<file path="src/hdl/msgser_pkg.sv">
// ----------------------------------------------------------------------------
// msgser_pkg: shared definitions for the MessagePack subset serializer
// Action and status codes, header lead bytes and the job record that the
// front end hands to the emit stage.
// ----------------------------------------------------------------------------
`default_nettype none

package msgser_pkg;

  localparam int POS_WIDTH_DEF = 32;
  localparam int Q_DEPTH_DEF   = 2;
  localparam int CAP_WIDTH     = 32;
  localparam int LEN_WIDTH     = 32;

  localparam logic [CAP_WIDTH-1:0] CAP_RESET = 32'd4096;

  // Input actions
  localparam logic [2:0] ACT_RESET   = 3'd0;
  localparam logic [2:0] ACT_MAP     = 3'd1;
  localparam logic [2:0] ACT_UINT    = 3'd2;
  localparam logic [2:0] ACT_STR     = 3'd3;
  localparam logic [2:0] ACT_BIN     = 3'd4;
  localparam logic [2:0] ACT_PAYLOAD = 3'd5;

  // Result status
  localparam logic [1:0] ST_OK       = 2'd0;
  localparam logic [1:0] ST_NO_SPACE = 2'd1;
  localparam logic [1:0] ST_TOO_LONG = 2'd2;
  localparam logic [1:0] ST_UNEXP    = 2'd3;

  // Header lead bytes
  localparam logic [7:0] HB_FIXMAP = 8'h80;
  localparam logic [7:0] HB_MAP16  = 8'hde;
  localparam logic [7:0] HB_UINT8  = 8'hcc;
  localparam logic [7:0] HB_UINT16 = 8'hcd;
  localparam logic [7:0] HB_UINT32 = 8'hce;
  localparam logic [7:0] HB_UINT64 = 8'hcf;
  localparam logic [7:0] HB_FIXSTR = 8'ha0;
  localparam logic [7:0] HB_STR16  = 8'hda;
  localparam logic [7:0] HB_STR32  = 8'hdb;
  localparam logic [7:0] HB_BIN8   = 8'hc4;
  localparam logic [7:0] HB_BIN16  = 8'hc5;

  localparam logic [LEN_WIDTH-1:0] LEN16_MAX = 32'h0000_FFFF;

  localparam int HDR_MAX = 9;

  typedef logic [HDR_MAX-1:0][7:0] hdr_bytes_t;  // element 0 goes out first
  typedef logic [3:0]              hdr_cnt_t;

  // One queued job: cnt results, bytes[0..cnt-1]
  typedef struct packed {
    hdr_bytes_t bytes;
    hdr_cnt_t   cnt;
    logic       bvalid;
    logic [1:0] status;
  } job_t;

endpackage : msgser_pkg

`default_nettype wire

</file>
<file path="src/hdl/msgser_front.sv">
// ----------------------------------------------------------------------------
// msgser_front: item classification and space accounting
// Decodes one item per cycle into a job, checks header plus payload
// against capacity and keeps write position and pending payload count.
// ----------------------------------------------------------------------------
`default_nettype none

module msgser_front
  import msgser_pkg::*;
#(
  parameter int POS_WIDTH = POS_WIDTH_DEF
) (
  input  wire logic                 clk,
  input  wire logic                 rst_n,
  input  wire logic                 push,
  input  wire logic [2:0]           in_action,
  input  wire logic [63:0]          in_value,
  input  wire logic [7:0]           in_data_byte,
  input  wire logic                 cfg_wr_en,
  input  wire logic [CAP_WIDTH-1:0] cfg_wr_data,
  output job_t                      job
);

  localparam int SW = ((POS_WIDTH > LEN_WIDTH) ? POS_WIDTH : LEN_WIDTH) + 2;

  logic [CAP_WIDTH-1:0] cap_r;
  logic [POS_WIDTH-1:0] wp_r, wp_nxt;
  logic [LEN_WIDTH-1:0] pl_r, pl_nxt;

  logic [LEN_WIDTH-1:0] len;
  logic [LEN_WIDTH-1:0] plen;
  hdr_bytes_t           hdr;
  hdr_cnt_t             hcnt;
  logic                 too_long;
  logic [SW-1:0]        need;
  logic                 over;

  assign len = in_value[LEN_WIDTH-1:0];

  // Header encoding
  always_comb begin
    hdr      = '0;
    hcnt     = 4'd1;
    plen     = '0;
    too_long = 1'b0;
    unique case (in_action)
      ACT_MAP: begin
        if (len <= 32'd15) begin
          hdr[0] = HB_FIXMAP | len[7:0];
        end else begin
          hdr[0] = HB_MAP16;
          hdr[1] = len[15:8];
          hdr[2] = len[7:0];
          hcnt   = 4'd3;
        end
      end
      ACT_UINT: begin
        if (in_value < 64'd128) begin
          hdr[0] = in_value[7:0];
        end else if (in_value <= 64'hFF) begin
          hdr[0] = HB_UINT8;
          hdr[1] = in_value[7:0];
          hcnt   = 4'd2;
        end else if (in_value <= 64'hFFFF) begin
          hdr[0] = HB_UINT16;
          hdr[1] = in_value[15:8];
          hdr[2] = in_value[7:0];
          hcnt   = 4'd3;
        end else if (in_value <= 64'hFFFF_FFFF) begin
          hdr[0] = HB_UINT32;
          hdr[1] = in_value[31:24];
          hdr[2] = in_value[23:16];
          hdr[3] = in_value[15:8];
          hdr[4] = in_value[7:0];
          hcnt   = 4'd5;
        end else begin
          hdr[0] = HB_UINT64;
          for (int k = 0; k < 8; k++) begin
            hdr[k+1] = in_value[63-8*k -: 8];
          end
          hcnt = 4'd9;
        end
      end
      ACT_STR: begin
        plen = len;
        if (len < 32'd32) begin
          hdr[0] = HB_FIXSTR | len[7:0];
        end else if (len <= LEN16_MAX) begin
          hdr[0] = HB_STR16;
          hdr[1] = len[15:8];
          hdr[2] = len[7:0];
          hcnt   = 4'd3;
        end else begin
          hdr[0] = HB_STR32;
          hdr[1] = len[31:24];
          hdr[2] = len[23:16];
          hdr[3] = len[15:8];
          hdr[4] = len[7:0];
          hcnt   = 4'd5;
        end
      end
      ACT_BIN: begin
        plen = len;
        if (len <= 32'hFF) begin
          hdr[0] = HB_BIN8;
          hdr[1] = len[7:0];
          hcnt   = 4'd2;
        end else if (len <= LEN16_MAX) begin
          hdr[0] = HB_BIN16;
          hdr[1] = len[15:8];
          hdr[2] = len[7:0];
          hcnt   = 4'd3;
        end else begin
          too_long = 1'b1;
        end
      end
      default: begin
      end
    endcase
  end

  // Room check for header and the payload it reserves
  assign need = SW'(wp_r) + SW'(plen) + SW'(hcnt);
  assign over = need > SW'(cap_r);

  always_comb begin
    job        = '0;
    job.cnt    = 4'd1;
    job.status = ST_OK;
    wp_nxt     = wp_r;
    pl_nxt     = pl_r;
    unique case (in_action)
      ACT_RESET: begin
        wp_nxt = '0;
        pl_nxt = '0;
      end
      ACT_PAYLOAD: begin
        if (pl_r == '0) begin
          job.status = ST_UNEXP;
        end else begin
          job.bytes[0] = in_data_byte;
          job.bvalid   = 1'b1;
          pl_nxt       = pl_r - 1'b1;
          wp_nxt       = wp_r + 1'b1;
        end
      end
      ACT_MAP, ACT_UINT, ACT_STR, ACT_BIN: begin
        pl_nxt = '0;
        if (too_long) begin
          job.status = ST_TOO_LONG;
        end else if (over) begin
          job.status = ST_NO_SPACE;
        end else begin
          job.bytes  = hdr;
          job.cnt    = hcnt;
          job.bvalid = 1'b1;
          wp_nxt     = wp_r + POS_WIDTH'(hcnt);
          pl_nxt     = plen;
        end
      end
      default: begin
      end
    endcase
  end

  always_ff @(posedge clk) begin
    if (!rst_n) begin
      cap_r <= CAP_RESET;
      wp_r  <= '0;
      pl_r  <= '0;
    end else begin
      if (cfg_wr_en) begin
        cap_r <= cfg_wr_data;
      end
      if (push) begin
        wp_r <= wp_nxt;
        pl_r <= pl_nxt;
      end
    end
  end

endmodule : msgser_front

`default_nettype wire

</file>
<file path="src/hdl/msgser_queue.sv">
// ----------------------------------------------------------------------------
// msgser_queue: job queue between front end and emit stage
// Small register FIFO; the head entry is presented without a read delay.
// ----------------------------------------------------------------------------
`default_nettype none

module msgser_queue
  import msgser_pkg::*;
#(
  parameter int Q_DEPTH = Q_DEPTH_DEF
) (
  input  wire logic clk,
  input  wire logic rst_n,
  input  wire logic push,
  input  wire job_t push_job,
  input  wire logic pop,
  output job_t      head,
  output logic      full,
  output logic      empty
);

  localparam int AW = (Q_DEPTH > 1) ? $clog2(Q_DEPTH) : 1;

  job_t            mem_r [Q_DEPTH];
  logic [AW-1:0]   wr_ptr_r, rd_ptr_r;
  logic [AW:0]     cnt_r;

  assign full  = cnt_r == (AW+1)'(Q_DEPTH);
  assign empty = cnt_r == '0;
  assign head  = mem_r[rd_ptr_r];

  always_ff @(posedge clk) begin
    if (push) begin
      mem_r[wr_ptr_r] <= push_job;
    end
  end

  always_ff @(posedge clk) begin
    if (!rst_n) begin
      wr_ptr_r <= '0;
      rd_ptr_r <= '0;
      cnt_r    <= '0;
    end else begin
      if (push) begin
        wr_ptr_r <= (wr_ptr_r == AW'(Q_DEPTH - 1)) ? '0 : wr_ptr_r + 1'b1;
      end
      if (pop) begin
        rd_ptr_r <= (rd_ptr_r == AW'(Q_DEPTH - 1)) ? '0 : rd_ptr_r + 1'b1;
      end
      unique case ({push, pop})
        2'b10:   cnt_r <= cnt_r + 1'b1;
        2'b01:   cnt_r <= cnt_r - 1'b1;
        default: cnt_r <= cnt_r;
      endcase
    end
  end

endmodule : msgser_queue

`default_nettype wire

</file>
<file path="src/hdl/msgser_back.sv">
// ----------------------------------------------------------------------------
// msgser_back: emit stage
// Walks the head job one byte per cycle, while out_ready allows, into the
// output register and pops the job with its final word.
// ----------------------------------------------------------------------------
`default_nettype none

module msgser_back
  import msgser_pkg::*;
(
  input  wire logic clk,
  input  wire logic rst_n,
  input  wire job_t head,
  input  wire logic empty,
  output logic      pop,
  output logic      out_valid,
  input  wire logic out_ready,
  output logic [7:0] out_byte,
  output logic      out_byte_valid,
  output logic [1:0] out_status,
  output logic      out_last
);

  hdr_cnt_t   idx_r;
  logic       vld_r;
  logic [7:0] byte_r;
  logic       bval_r;
  logic [1:0] stat_r;
  logic       last_r;

  logic       load;
  logic       at_end;

  assign load   = !empty && (!vld_r || out_ready);
  assign at_end = idx_r == (head.cnt - 4'd1);
  assign pop    = load && at_end;

  always_ff @(posedge clk) begin
    if (!rst_n) begin
      vld_r <= 1'b0;
      idx_r <= '0;
    end else begin
      if (load) begin
        vld_r <= 1'b1;
        idx_r <= at_end ? '0 : idx_r + 4'd1;
      end else if (out_ready) begin
        vld_r <= 1'b0;
      end
    end
  end

  always_ff @(posedge clk) begin
    if (load) begin
      byte_r <= head.bytes[idx_r];
      bval_r <= head.bvalid;
      stat_r <= head.status;
      last_r <= at_end;
    end
  end

  assign out_valid      = vld_r;
  assign out_byte       = byte_r;
  assign out_byte_valid = bval_r;
  assign out_status     = stat_r;
  assign out_last       = last_r;

endmodule : msgser_back

`default_nettype wire

</file>
<file path="src/hdl/msgser_top.sv">
// ----------------------------------------------------------------------------
// msgpack_subset_serializer_top: MessagePack subset serializer
// Front end decodes and accounts space, a job queue decouples it from the
// emit stage, which streams one result word per cycle while out_ready allows.
// ----------------------------------------------------------------------------
// Path: an accepted item goes into a queue entry, then the output register.
// Throughput: one item per cycle into the queue while it is not full; the
//   emit stage puts out one word per cycle when out_ready allows, one word
//   per header byte (1 to 9) and one per payload byte or single-word item.
// Reset: synchronous, active low; clears position, pending payload count,
//   queue pointers and output valid flag, and loads capacity with 4096.
`default_nettype none

module msgpack_subset_serializer_top
  import msgser_pkg::*;
#(
  parameter int POS_WIDTH = POS_WIDTH_DEF,
  parameter int Q_DEPTH   = Q_DEPTH_DEF
) (
  input  wire logic                 clk,
  input  wire logic                 rst_n,
  // input channel
  input  wire logic                 in_valid,
  output logic                      in_ready,
  input  wire logic [2:0]           in_action,
  input  wire logic [63:0]          in_value,
  input  wire logic [7:0]           in_data_byte,
  // result channel
  output logic                      out_valid,
  input  wire logic                 out_ready,
  output logic [7:0]                out_byte,
  output logic                      out_byte_valid,
  output logic [1:0]                out_status,
  output logic                      out_last,
  // capacity register
  input  wire logic                 cfg_wr_en,
  input  wire logic [CAP_WIDTH-1:0] cfg_wr_data
);

  job_t job;
  job_t head;
  logic q_full;
  logic q_empty;
  logic push;
  logic pop;

  // Take a word whenever the queue has a free slot; the emit side never
  // back-pressures the decode side directly.
  assign in_ready = !q_full;
  assign push     = in_valid && in_ready;

  msgser_front #(
    .POS_WIDTH (POS_WIDTH)
  ) u_front (
    .clk          (clk),
    .rst_n        (rst_n),
    .push         (push),
    .in_action    (in_action),
    .in_value     (in_value),
    .in_data_byte (in_data_byte),
    .cfg_wr_en    (cfg_wr_en),
    .cfg_wr_data  (cfg_wr_data),
    .job          (job)
  );

  // Hold decoded jobs until the emit stage drains them
  msgser_queue #(
    .Q_DEPTH (Q_DEPTH)
  ) u_queue (
    .clk      (clk),
    .rst_n    (rst_n),
    .push     (push),
    .push_job (job),
    .pop      (pop),
    .head     (head),
    .full     (q_full),
    .empty    (q_empty)
  );

  // Advance through the head job one byte per accepted output word
  msgser_back u_back (
    .clk            (clk),
    .rst_n          (rst_n),
    .head           (head),
    .empty          (q_empty),
    .pop            (pop),
    .out_valid      (out_valid),
    .out_ready      (out_ready),
    .out_byte       (out_byte),
    .out_byte_valid (out_byte_valid),
    .out_status     (out_status),
    .out_last       (out_last)
  );

  // A word without a byte is always the sole, zeroed word of its item
  a_empty_word_alone : assert property (@(posedge clk) disable iff (!rst_n)
    out_valid && !out_byte_valid |-> out_last && (out_byte == 8'd0))
    else $error("empty word not final or not zero");

  // An error status never comes with an emitted byte
  a_err_no_byte : assert property (@(posedge clk) disable iff (!rst_n)
    out_valid && (out_status != ST_OK) |-> !out_byte_valid)
    else $error("error status carries a byte");

  // Reset drops the output register
  a_reset_idle : assert property (@(posedge clk)
    !rst_n |=> !out_valid)
    else $error("output valid right after reset");

endmodule : msgpack_subset_serializer_top

`default_nettype wire
</file>
<file path="config.mk">
export PLATFORM = sky130hd
export DESIGN_NAME = msgpack_subset_serializer_top
export DESIGN_NICKNAME = d
export VERILOG_FILES = /design/src/hdl/msgser_pkg.sv /design/src/hdl/msgser_front.sv /design/src/hdl/msgser_queue.sv /design/src/hdl/msgser_back.sv /design/src/hdl/msgser_top.sv
export SDC_FILE = /design/constraint.sdc
export NUM_CORES = 1
export LEC_CHECK = 0
export ABC_CLOCK_PERIOD_IN_PS = 9100
export BUFFER_PORTS_ARGS = -buffer_cell sky130_fd_sc_hd__buf_2
export CORE_ASPECT_RATIO = 1.5
export CORE_UTILIZATION = 44
export CTS_BUF_LIST = sky130_fd_sc_hd__clkbuf_8
export DETAILED_ROUTE_END_ITERATION = 10
export GPL_TIMING_DRIVEN = 0
export SLEW_MARGIN = 20
export SYNTH_ARGS = -nofsm -noshare
export SYNTH_HDL_FRONTEND = slang
export SYNTH_SLANG_ARGS = --single-unit
</file>
<file path="constraint.sdc">
create_clock -name clk -period 9.1 [get_ports clk]
set_input_delay 1.82 -clock clk [delete_from_list [all_inputs] [get_ports clk]]
set_output_delay 1.82 -clock clk [all_outputs]
set_load 0.005 [all_outputs]
</file>
After elaboration in Yosys (flattened, before gate mapping) --
Memory sizes are Yosys's and may differ from the RTL's. A register that Yosys moved wholly into a read port is not among the register bits. Index checks and enable logic that the tools add are counted.
Operators by class: $lt $le $gt $ge 10, muxes and demuxes 72, eq/ne operators 12, reduce and logical (&&, ||, !) cells 17, $add $sub $neg 11
Operators by type and width (count):
- 32-bit two-way mux | 10
- 40-bit two-way mux | 5
- 32-bit case mux with 3 select lines | 2
- 77-bit two-way mux | 2
- 24-bit two-way mux | 6
- 64-bit two-way mux | 2
- 24-bit case mux with 4 select lines | 1
- 64-bit by 16-bit <= comparator with 1-bit output (second input constant) | 1
- 64-bit by 32-bit <= comparator with 1-bit output (second input constant) | 1
- 64-bit by 8-bit <= comparator with 1-bit output (second input constant) | 1
- 64-bit by 8-bit < comparator with 1-bit output (second input constant) | 1
- 16-bit two-way mux | 4
- 56-bit two-way mux | 1
- 48-bit two-way mux | 1
- 8-bit two-way mux | 5
- 34-bit by 4-bit adder with 34-bit output | 1
- 34-bit by 32-bit greater-than comparator with 1-bit output | 1
- 32-bit by 32-bit adder with 33-bit output | 1
- 32-bit by 1-bit adder with 32-bit output (second input constant) | 1
- 32-bit by 4-bit adder with 32-bit output | 1
- 8-bit binary-select mux with 4-bit select | 1
- 32-bit by 16-bit <= comparator with 1-bit output (second input constant) | 1
- 32-bit by 4-bit <= comparator with 1-bit output (second input constant) | 1
- 32-bit by 8-bit <= comparator with 1-bit output (second input constant) | 1
- 37 further kinds | 70
Word-level totals: bits of input ports 112, memories kept 1, bits in registers 117, bits in writable memories 158, output and inout bits 14
Memory list:
- u_queue.mem_r | depth 2, width 79, rd ports 1, clocked after memory_dff 1, write ports 1, line msgser_queue.sv:24 | job_t mem_r [Q_DEPTH];

Longest topological paths before layout --
Gate-level depths: netlist (run 1).
depth after elaboration 16, gate-level depth with buffers 39, mapped depth without buffers 34

Hierarchy --
From an unflattened synthesis (run 1), not the netlist that was laid out.
Unflattened totals: cell total of the unflattened synthesis 1650, area total of the unflattened synthesis 16589.7 sq um
By module, submodules not included:
- msgser_front | cells an instance 1267, area each 9356.5 sq um, times used 1
- msgser_queue | cells an instance 268, area each 5908.2 sq um, times used 1
- msgser_back | cells an instance 113, area each 1315.0 sq um, times used 1
- msgpack_subset_serializer_top | cells an instance 2, area each 10.0 sq um, times used 1

Worst setup path before layout (run 1) --
Ideal clock, no wire load.
path type input to register, start input in_action[1], end register u_front.wp_r[30], arrival 9.192 ns, cell stages on the path 37, required time 9.025 ns, buffers on the path 6, path slack -0.166 ns, path through clkbuf_1 > inv_1 > nor2_1 > nand2_1 > and2_1 > clkbuf_1 > clkbuf_1 > nor2b_1 > ha_1 > inv_1 > fa_1 > nand2b_2 > a211oi_4 > o21ai_1 > xnor2_2 > nand4_1 > or3_4 > or3_4 > and3b_1 > buf_4 > nand2_1 > xnor2_1 > ha_1 > a21o_1 > a21oi_1 > nor2b_1 > or4b_2 > a211oi_1 > a21oi_1 > o21ai_1 > nand4_1 > nor4_1 > nor3_4 > nand2b_1 > buf_2 > buf_2 > o22ai_1
On the way: longest elaborated chain between the ends 8, elaborated cells between the ends (all ways) 23, classes of those cells 3 x add/sub; 1 x order compare; 8 x eq/ne; 6 x mux; 5 x reduce/logical
RTL lines:
- start, declared | line msgser_top.sv:25 | input wire logic [2:0] in_action,
- 3-bit by 2-bit == test with 1-bit output or 3-bit == test (tied branches) | line msgser_front.sv:46, msgser_front.sv:132
- 2-bit OR reduction (no source line)
- 32-bit two-way mux | line msgser_front.sv:46 | unique case (in_action)
- 32-bit by 32-bit adder with 33-bit output | line msgser_front.sv:123 | assign need = SW'(wp_r) + SW'(plen) + SW'(hcnt);
- 34-bit by 4-bit adder with 34-bit output | line msgser_front.sv:123
- 34-bit by 32-bit greater-than comparator with 1-bit output | line msgser_front.sv:124 | assign over = need > SW'(cap_r);
- 2-bit != test (no source line)
- 5-bit AND reduction (no source line)
- end signal, assigned | line msgser_front.sv:176 | wp_r <= wp_nxt;
- end, declared | line msgser_front.sv:27 | logic [POS_WIDTH-1:0] wp_r, wp_nxt;
Parallel ways exist; a longest one is shown, timed or not. The select of a mux whose other input is x is not followed. A chain may end at the register's enable or synchronous reset.

==> results.tsv, run 1 <==
stage	metric	value	unit
layout	fin_util	51.8	%
setup_path	cp_slowest_cell	or4b_2	
cts	cts_buffers	44	
timing	post-route-period-util	96.8	%
placement	dp_hpwl	43100	um
synth	synth_cell_types	88	
cts	clkLatencyLatePin	610	ps
setup_path	critPathTopFamily	simple AND/OR/NAND/NOR gates	
power	power_density	185	mW/mm2
floorplan	ios	126	
cts	clkTransAtPathRegs	60	ps
timing	finalHoldViolCount	0	
detailed_routing	via_per_inst	6.03	
setup_path	crit_buf_inv	4	
setup_path	crit_fanout	10	
grt	grt_pass1_vias	14695	
detailed_routing	drt_pre_antenna_iters	6	
layout	area_growth	16.3	%
placement	portBuffers	118	
synth	yosysWarningCount	0	
setup_path	crit_path_max_incr_delay	640	ps
floorplan	core_area	0.0384	mm2
timing	slew_headroom	30.2	%
layout	final_cell_area	0.0199	mm2
detailed_routing	drt-total-wl	58200	um
detailed_routing	num_vias	14866	
setup_path	regToRegEndpoint	u_queue.mem_r[1][29]	
grt	grt_use_total	29.3	%
outcome	outcome	complete, no violations	
timing	setup_viol	0	
hold_path	min-delay-start	u_front.wp_r[0]	
cts	clock-sinks	276	
timing	worstMarginPinSlew	1050	ps
synth	synth-async-reset-ratio	0	%
grt	antenna_found_initial	3	
placement	place_area	0.0185	mm2
timing	clock_skew	33.9	ps
grt	grt_pass1_wl	86600	um
timing	fin_ws	291	ps
timing	tns	0	ps
cts	cts-root-buf	clkbuf_8	
layout	final_layout_size_suffix_gt1_share	19.9	%
synth	synth_edf_count	170	
placement	dp_worst_setup_slack	-1650	ps
detailed_routing	drt_iter0_drc	1323	
synth	syn_area_per_cell	9.82	um2
power	irDropWorstVdd	0.131	mV
grt	grt_max_degree	51	
grt	busiest_layer	met2	
floorplan	die_h	244	um
synth	yosysMostFrequentCell	edfxtp_1	
synth	synth_top_area_share	29.8	%
power	p_leak	7.52	nW
floorplan	start_util	44.5	%
timing	fmax	114	MHz
floorplan	die-width	163	um
timing	fin_crit	8810	ps
setup_path	r2r_setup_slack	2270	ps
flow_run	drv_cap	0	
synth	synthTopCellsByArea	edfxtp_1 (30%), dfxtp_1 (12%), ha_1 (5.6%)	
setup_path	crit_type	input port to flip-flop	
synth	synth_commonest_cells	edfxtp_1 (170), nand2_1 (160), nor2_1 (138), dfxtp_1 (106), a21oi_1 (104)	
detailed_routing	ant_nets	0	
grt	grt_use_met3	3.68	%
synth	synth-seq-cells	276	
cts	htree_levels	2	
setup_path	ff2ff_path_depth	27	
cts	cts_tree	done	
placement	place_congestion	0.955	
grt	grt_overflow	0	
floorplan	rows	88	
detailed_routing	detail_route.wl_per_cell	23.6	um
detailed_routing	drc	0	
synth	synth.net_count	1934	
synth	netlist_instances	1743	
synth	syn-cell-area	0.0171	mm2
setup_path	cp-end-kind	flip-flop	
floorplan	die_area	0.0397	mm2
setup_path	required	9470	ps
layout	fin_nets	2125	
setup_path	reg2reg_from	u_front.wp_r[0]	
synth	yosysTopAreaCell	edfxtp_1	
setup_path	arrival	9170	ps
setup_path	critPathLaunchType	input port	
hold_path	hold_depth	2	
cts	cts_buffer_depth	3	
grt	grtUsageMet1	32.6	%
hold_path	min_to	u_front.wp_r[0]	
timing	slew_violations	0	
synth	seq_area_frac_synth	42.2	%
cts	postCtsHoldBufs	0	
grt	grt_use_met2	52.6	%
hold_path	hold_path_class	flip-flop to flip-flop	
synth	synthFlopType	edfxtp_1	
==> layer usage <==
layer	up-vias	wire length, um
li1	6894	-
met1	7161	21400
met2	625	29500
met3	184	3210
met4	2	4010
met5	-	15
==> final cells by class <==
| type | count | area [um2] |
|---|---|---|
| Fill cell | 3583 | 18500 |
| Multi-Input combinational cell | 1318 | 9600 |
| Sequential cell | 276 | 7230 |
| Timing Repair Buffer | 149 | 913 |
| Clock buffer | 49 | 674 |
| Tap cell | 495 | 619 |
| Buffer | 89 | 427 |
| Clock inverter | 33 | 228 |
| Inverter | 56 | 210 |
| Antenna cell | 1 | 2.50 |
==> tightest hold or removal path, delay by kind of cell, from the launching register on <==
family | cells | cell delay [ps]
simple gates | 1 | 60
flops | 1 | 330
compound gates | 1 | 50
==> cells in the final DEF (no fill, tap or decap), types with 9 or more instances in the layout <==
master    netlist  layout
buf_4           1      30
a21o_1         26      26
clkbuf_8        0      50
ha_1           76      76
or3_1          21      21
mux4_2         40      40
o21ai_0        93      92
clkbuf_2        0      11
or2_2           9       9
nor4_1         23      14
nand3b_1       14      14
nand3_1        29      28
mux2i_1        44      44
nand4_1        31      31
inv_1          56      72
o22ai_1        27      22
xor2_1         27      26
nor2_2          0      10
nor2b_1        71      71
or3b_2         15      15
buf_2          14     126
xnor2_1        41      41
a31oi_1        18      15
o21a_1         16      16
edfxtp_1      170     170
clkbuf_1       69      50
nor2_1        138     120
nand2_1       160     158
and2_1         45      44
dfxtp_1       106     106
nand2b_1       19      19
a22o_1         31      31
a22oi_1        16      16
a21oi_1       104     101
nor3_1         35      34
o31ai_1         9       9
o211ai_1       18      18
==> how the worst max path moves through the flow <==
stage,start,endpoint,slack (ps),depth (start not counted)
2_1_floorplan,in_action[1],u_front.wp_r[30],30,37
3_3_place_gp,in_action[1],u_queue.mem_r[0][76],-1560,33
3_5_place_dp,in_action[1],u_queue.mem_r[0][73],-1650,33
4_1_cts,in_value[15],u_front.wp_r[30],20,39
5_1_grt,in_value[25],u_front.wp_r[2],-3,38
6_report,in_value[25],u_queue.mem_r[1][29],290,35
==> power by group <==
part           leakage (nW)  internal, mW  total (mW)  switching, mW
combinational          4.49         0.397        1.00          0.605
clock                 0.530         0.585        1.12          0.531
sequential             2.50          1.51        1.55         0.0484
total                  7.52          2.49        3.67           1.18
==> metrics by stage <==
step | hold slack [ps] | std cells | power [mW]
CTS | 493 | 2451 | 3.67
global route | 516 | 2466 | 3.82
floorplan | 452 | 1743 | 2.17
finish | 489 | 2466 | 3.67
global placement | 479 | 2356 | 2.51
detailed placement | 481 | 2361 | 2.54
==> registers in the layout (all words and copies together), names as in the netlist, named ones only <==
register and flops:
u_back.idx_r 4, u_queue.cnt_r 2, u_back.out_last 1, u_back.out_status 2, u_queue.mem_r 158, u_front.pl_r 32
u_front.wp_r 32, u_back.out_byte_valid 1, u_queue.wr_ptr_r 1, u_queue.rd_ptr_r 1, u_back.out_byte 8, u_back.out_valid 1
u_front.cap_r 32
==> what timing repair did <==
action	in CTS	in global routing
endpoints found under the hold margin	0	0
resized for setup	51	55
pin swaps	11	19
setup buffers	12	14
endpoints found under the setup margin	220	204
==> cells by family after synthesis <==
family | after synthesis | share of synthesized area (%)
adders and majority gates | 79 | 5.91
AOI/OAI and AO/OA | 430 | 16.5
muxes | 88 | 8.10
DFF | 276 | 42.2
xor gates and xnor gates | 70 | 3.67
buffers and inverters | 149 | 3.48
and+or+nand+nor | 651 | 20.1
No activity file was read; power rests on OpenSTA's default activity.
==> inputs of run 2 (changes only) <==
Settings changed: CORE_UTILIZATION 44 to 50, PLACE_DENSITY from default to 0.71.
==> run 2 against run 1 <==
  * Fmax shrank 1.7%
  * Sequential power is essentially flat
  * Combinational power is essentially flat
  * Non-clock buffer count grew 6
  * Clock-buffer cell count shrank 7
  * Global-route usage grew 2.6 points
  * Critical path type unchanged
  * Highest routed layer is now met4
  * Die area shrank 12%
  * Worst hold slack gained 3.4 ps
  * Sequential cell count is the same
  * Via count grew 1.9%
==> results.tsv, run 2 (same netlist as run 1, synthesis figures left out) <==
stage	metric	value	unit	change
cts	clock-sinks	276		unchanged
setup_path	required	9460	ps	about the same
grt	grt_pass1_vias	14876		+1.2%
hold_path	hold_depth	2		unchanged
layout	fin_util	58.8	%	+7.0 points
placement	portBuffers	118		unchanged
power	p_int	2.37	mW	-4.7%
setup_path	crit_fanout	10		unchanged
power	irDropWorstVdd	0.0969	mV	-26%
cts	postCtsHoldBufs	0		unchanged
setup_path	ff2ff_path_depth	29		+7.4%
detailed_routing	drt_pre_antenna_iters	8		+2
floorplan	start_util	51.0	%	+6.5 points
setup_path	critPathLaunchType	input port		
layout	layout_common_cells	edfxtp_1 (170), nand2_1 (158), buf_2 (126)		
power	power_frac_comb	28.2	%	+0.9 points
detailed_routing	ant_nets	0		unchanged
power	p_seq_share	43.8	%	+1.5 points
grt	grt_pass1_wl	84500	um	-2.5%
power	swShare	33.2	%	+0.94 points
layout	largest_reg_flops	158		unchanged
timing	setup_viol	0		unchanged
setup_path	regToRegEndpoint	u_queue.mem_r[1][22]		
placement	place_congestion	0.966		+1.1%
cts	clkLatencyLatePin	600	ps	about the same
cts	cts-root-buf	clkbuf_8		
timing	fin_crit	8960	ps	+154 ps
outcome	outcome	complete, no violations		
power	p_leak	7.49	nW	-0.48%
cts	cts_buffer_depth	3		unchanged
grt	grt_max_degree	54		+5.9%
power	power.share.clock	28.0	%	-2.4 points
floorplan	rows	82		-6.8%
setup_path	crit_path_max_incr_delay	870	ps	+230 ps
cts	cts_buffers	42		-4.5%
layout	fin_nets	2130		+0.24%
floorplan	die_h	229	um	-6.1%
setup_path	cp_slowest_cell	nor3_1		
detailed_routing	drt_iter0_drc	1405		+6.2%
grt	grt_overflow	0		unchanged
layout	regMostFlops	u_queue.mem_r		
timing	worstMarginPinSlew	1070	ps	+20.9 ps
setup_path	r2r_setup_slack	2070	ps	-200 ps
hold_path	min_to	u_front.wp_r[0]		
timing	post-route-period-util	98.5	%	+1.7 points
detailed_routing	num_vias	15142		+1.9%
timing	clock_skew	26.7	ps	-7.22 ps
timing	slew_headroom	28.8	%	-1.4 points
setup_path	arrival	9320	ps	+150 ps
hold_path	min-delay-start	u_front.wp_r[0]		
placement	dp_hpwl	41900	um	-2.7%
timing	fmax	112	MHz	-1.7%
timing	slew_violations	0		unchanged
floorplan	die-width	153	um	-6.1%
timing	finalHoldViolCount	0		unchanged
setup_path	reg2reg_from	u_front.wp_r[0]		
flow_run	drv_cap	0		unchanged
timing	tns	0	ps	unchanged
grt	antenna_found_initial	2		-1
timing	fin_ws	137	ps	-154 ps
detailed_routing	detail_route.wl_per_cell	23.7	um	+0.42%
layout	area_growth	15.3	%	
detailed_routing	drt-total-wl	56700	um	-2.4%
hold_path	hold_path_class	flip-flop to flip-flop		
floorplan	core_area	0.0335	mm2	-13%
power	power_density	180	mW/mm2	-2.5%
grt	grt_use_total	31.9	%	+2.6 points
layout	final_layout_size_suffix_gt1_share	19.3	%	-0.64 points
cts	cts_tree	done		
detailed_routing	via_per_inst	6.32		+4.8%
floorplan	die_area	0.0350	mm2	-12%
layout	final_common_cell	edfxtp_1		
placement	dp_worst_setup_slack	-1580	ps	+78.0 ps
power	finalPower	3.55	mW	-3.4%
cts	htree_levels	2		unchanged
floorplan	ios	126		unchanged
setup_path	crit_type	input port to flip-flop		
detailed_routing	drc	0		unchanged
cts	clkTransAtPathRegs	70	ps	about the same
power	p_switching	1.18	mW	-0.54%
setup_path	cp-end-kind	flip-flop		
-- run 2: layout make-up --
type / instances / area [um2]
multi-input cells: 1319 / 9580
diodes: 3 / 7.51
clock inverters: 36 / 213
inverters: 56 / 210
flip-flops and latches: 276 / 7230
plain buffers: 88 / 413
fillers: 2888 / 13800
well taps: 420 / 526
repair buffers: 156 / 977
clock buffers: 42 / 578
-- run 2: metal layers --
layer  GRT usage [%]  vias up  part of all wire [%]
li1                -     6913                     -
met1            34.4     7231                    35
met2            56.3      750                    50
met3            4.55      248                   7.0
met4            24.3        0                   8.8
met5               0        -                     0
-- run 2: what timing repair did --
action / 4_1_cts / 5_1_grt
hold endpoints to repair: 0 / 0
pin swaps: 7 / 23
buffers inserted: 5 / 28
resized for setup: 25 / 71
gates cloned: 0 / 2
endpoints found under the setup margin: 220 / 213
-- run 2: worst max-delay path by stage --
stage                     cells past startpoint    startpoint              endpoint  slack [ps]
after detailed placement                     34  in_action[1]  u_queue.mem_r[1][75]       -1580
after floorplan                              37  in_action[1]      u_front.wp_r[30]          30
final                                        29  in_value[22]  u_queue.mem_r[1][22]         140
after global routing                         38  in_value[14]      u_front.wp_r[30]         -80
after CTS                                    38  in_value[10]      u_front.wp_r[30]          30
after global placement                       36  in_value[22]  u_queue.mem_r[0][75]       -1470
-- run 2: worst max-delay path: cells and delay by family --
| kind | cells | cell delay [ps] |
|---|---|---|
| AND/OR/NAND/NOR | 11 | 3670 |
| AO/OA/AOI/OAI | 11 | 2300 |
| buffers and inverters | 4 | 880 |
| XOR/XNOR | 1 | 150 |
| adder cells (fa/ha/maj) | 2 | 480 |
-- run 2: power by group through the flow --
stage | logic [mW] | clock network (mW) | registers [mW]
6_report | 1.00 | 0.993 | 1.56
5_1_grt | 1.06 | 1.05 | 1.57
4_1_cts | 0.959 | 1.00 | 1.56
3_5_place_dp | 0.950 | 0 | 1.58
3_3_place_gp | 0.910 | 0 | 1.59
2_1_floorplan | 0.586 | 0 | 1.58
-- run 2: stage by stage --
step	hold WS (ps)	area [um2]	std cells
final	493	19700	2396
after global routing	525	19700	2394
after CTS	496	19200	2364
after detailed placement	486	18400	2285
after global placement	474	18200	2281
after floorplan	452	17100	1743
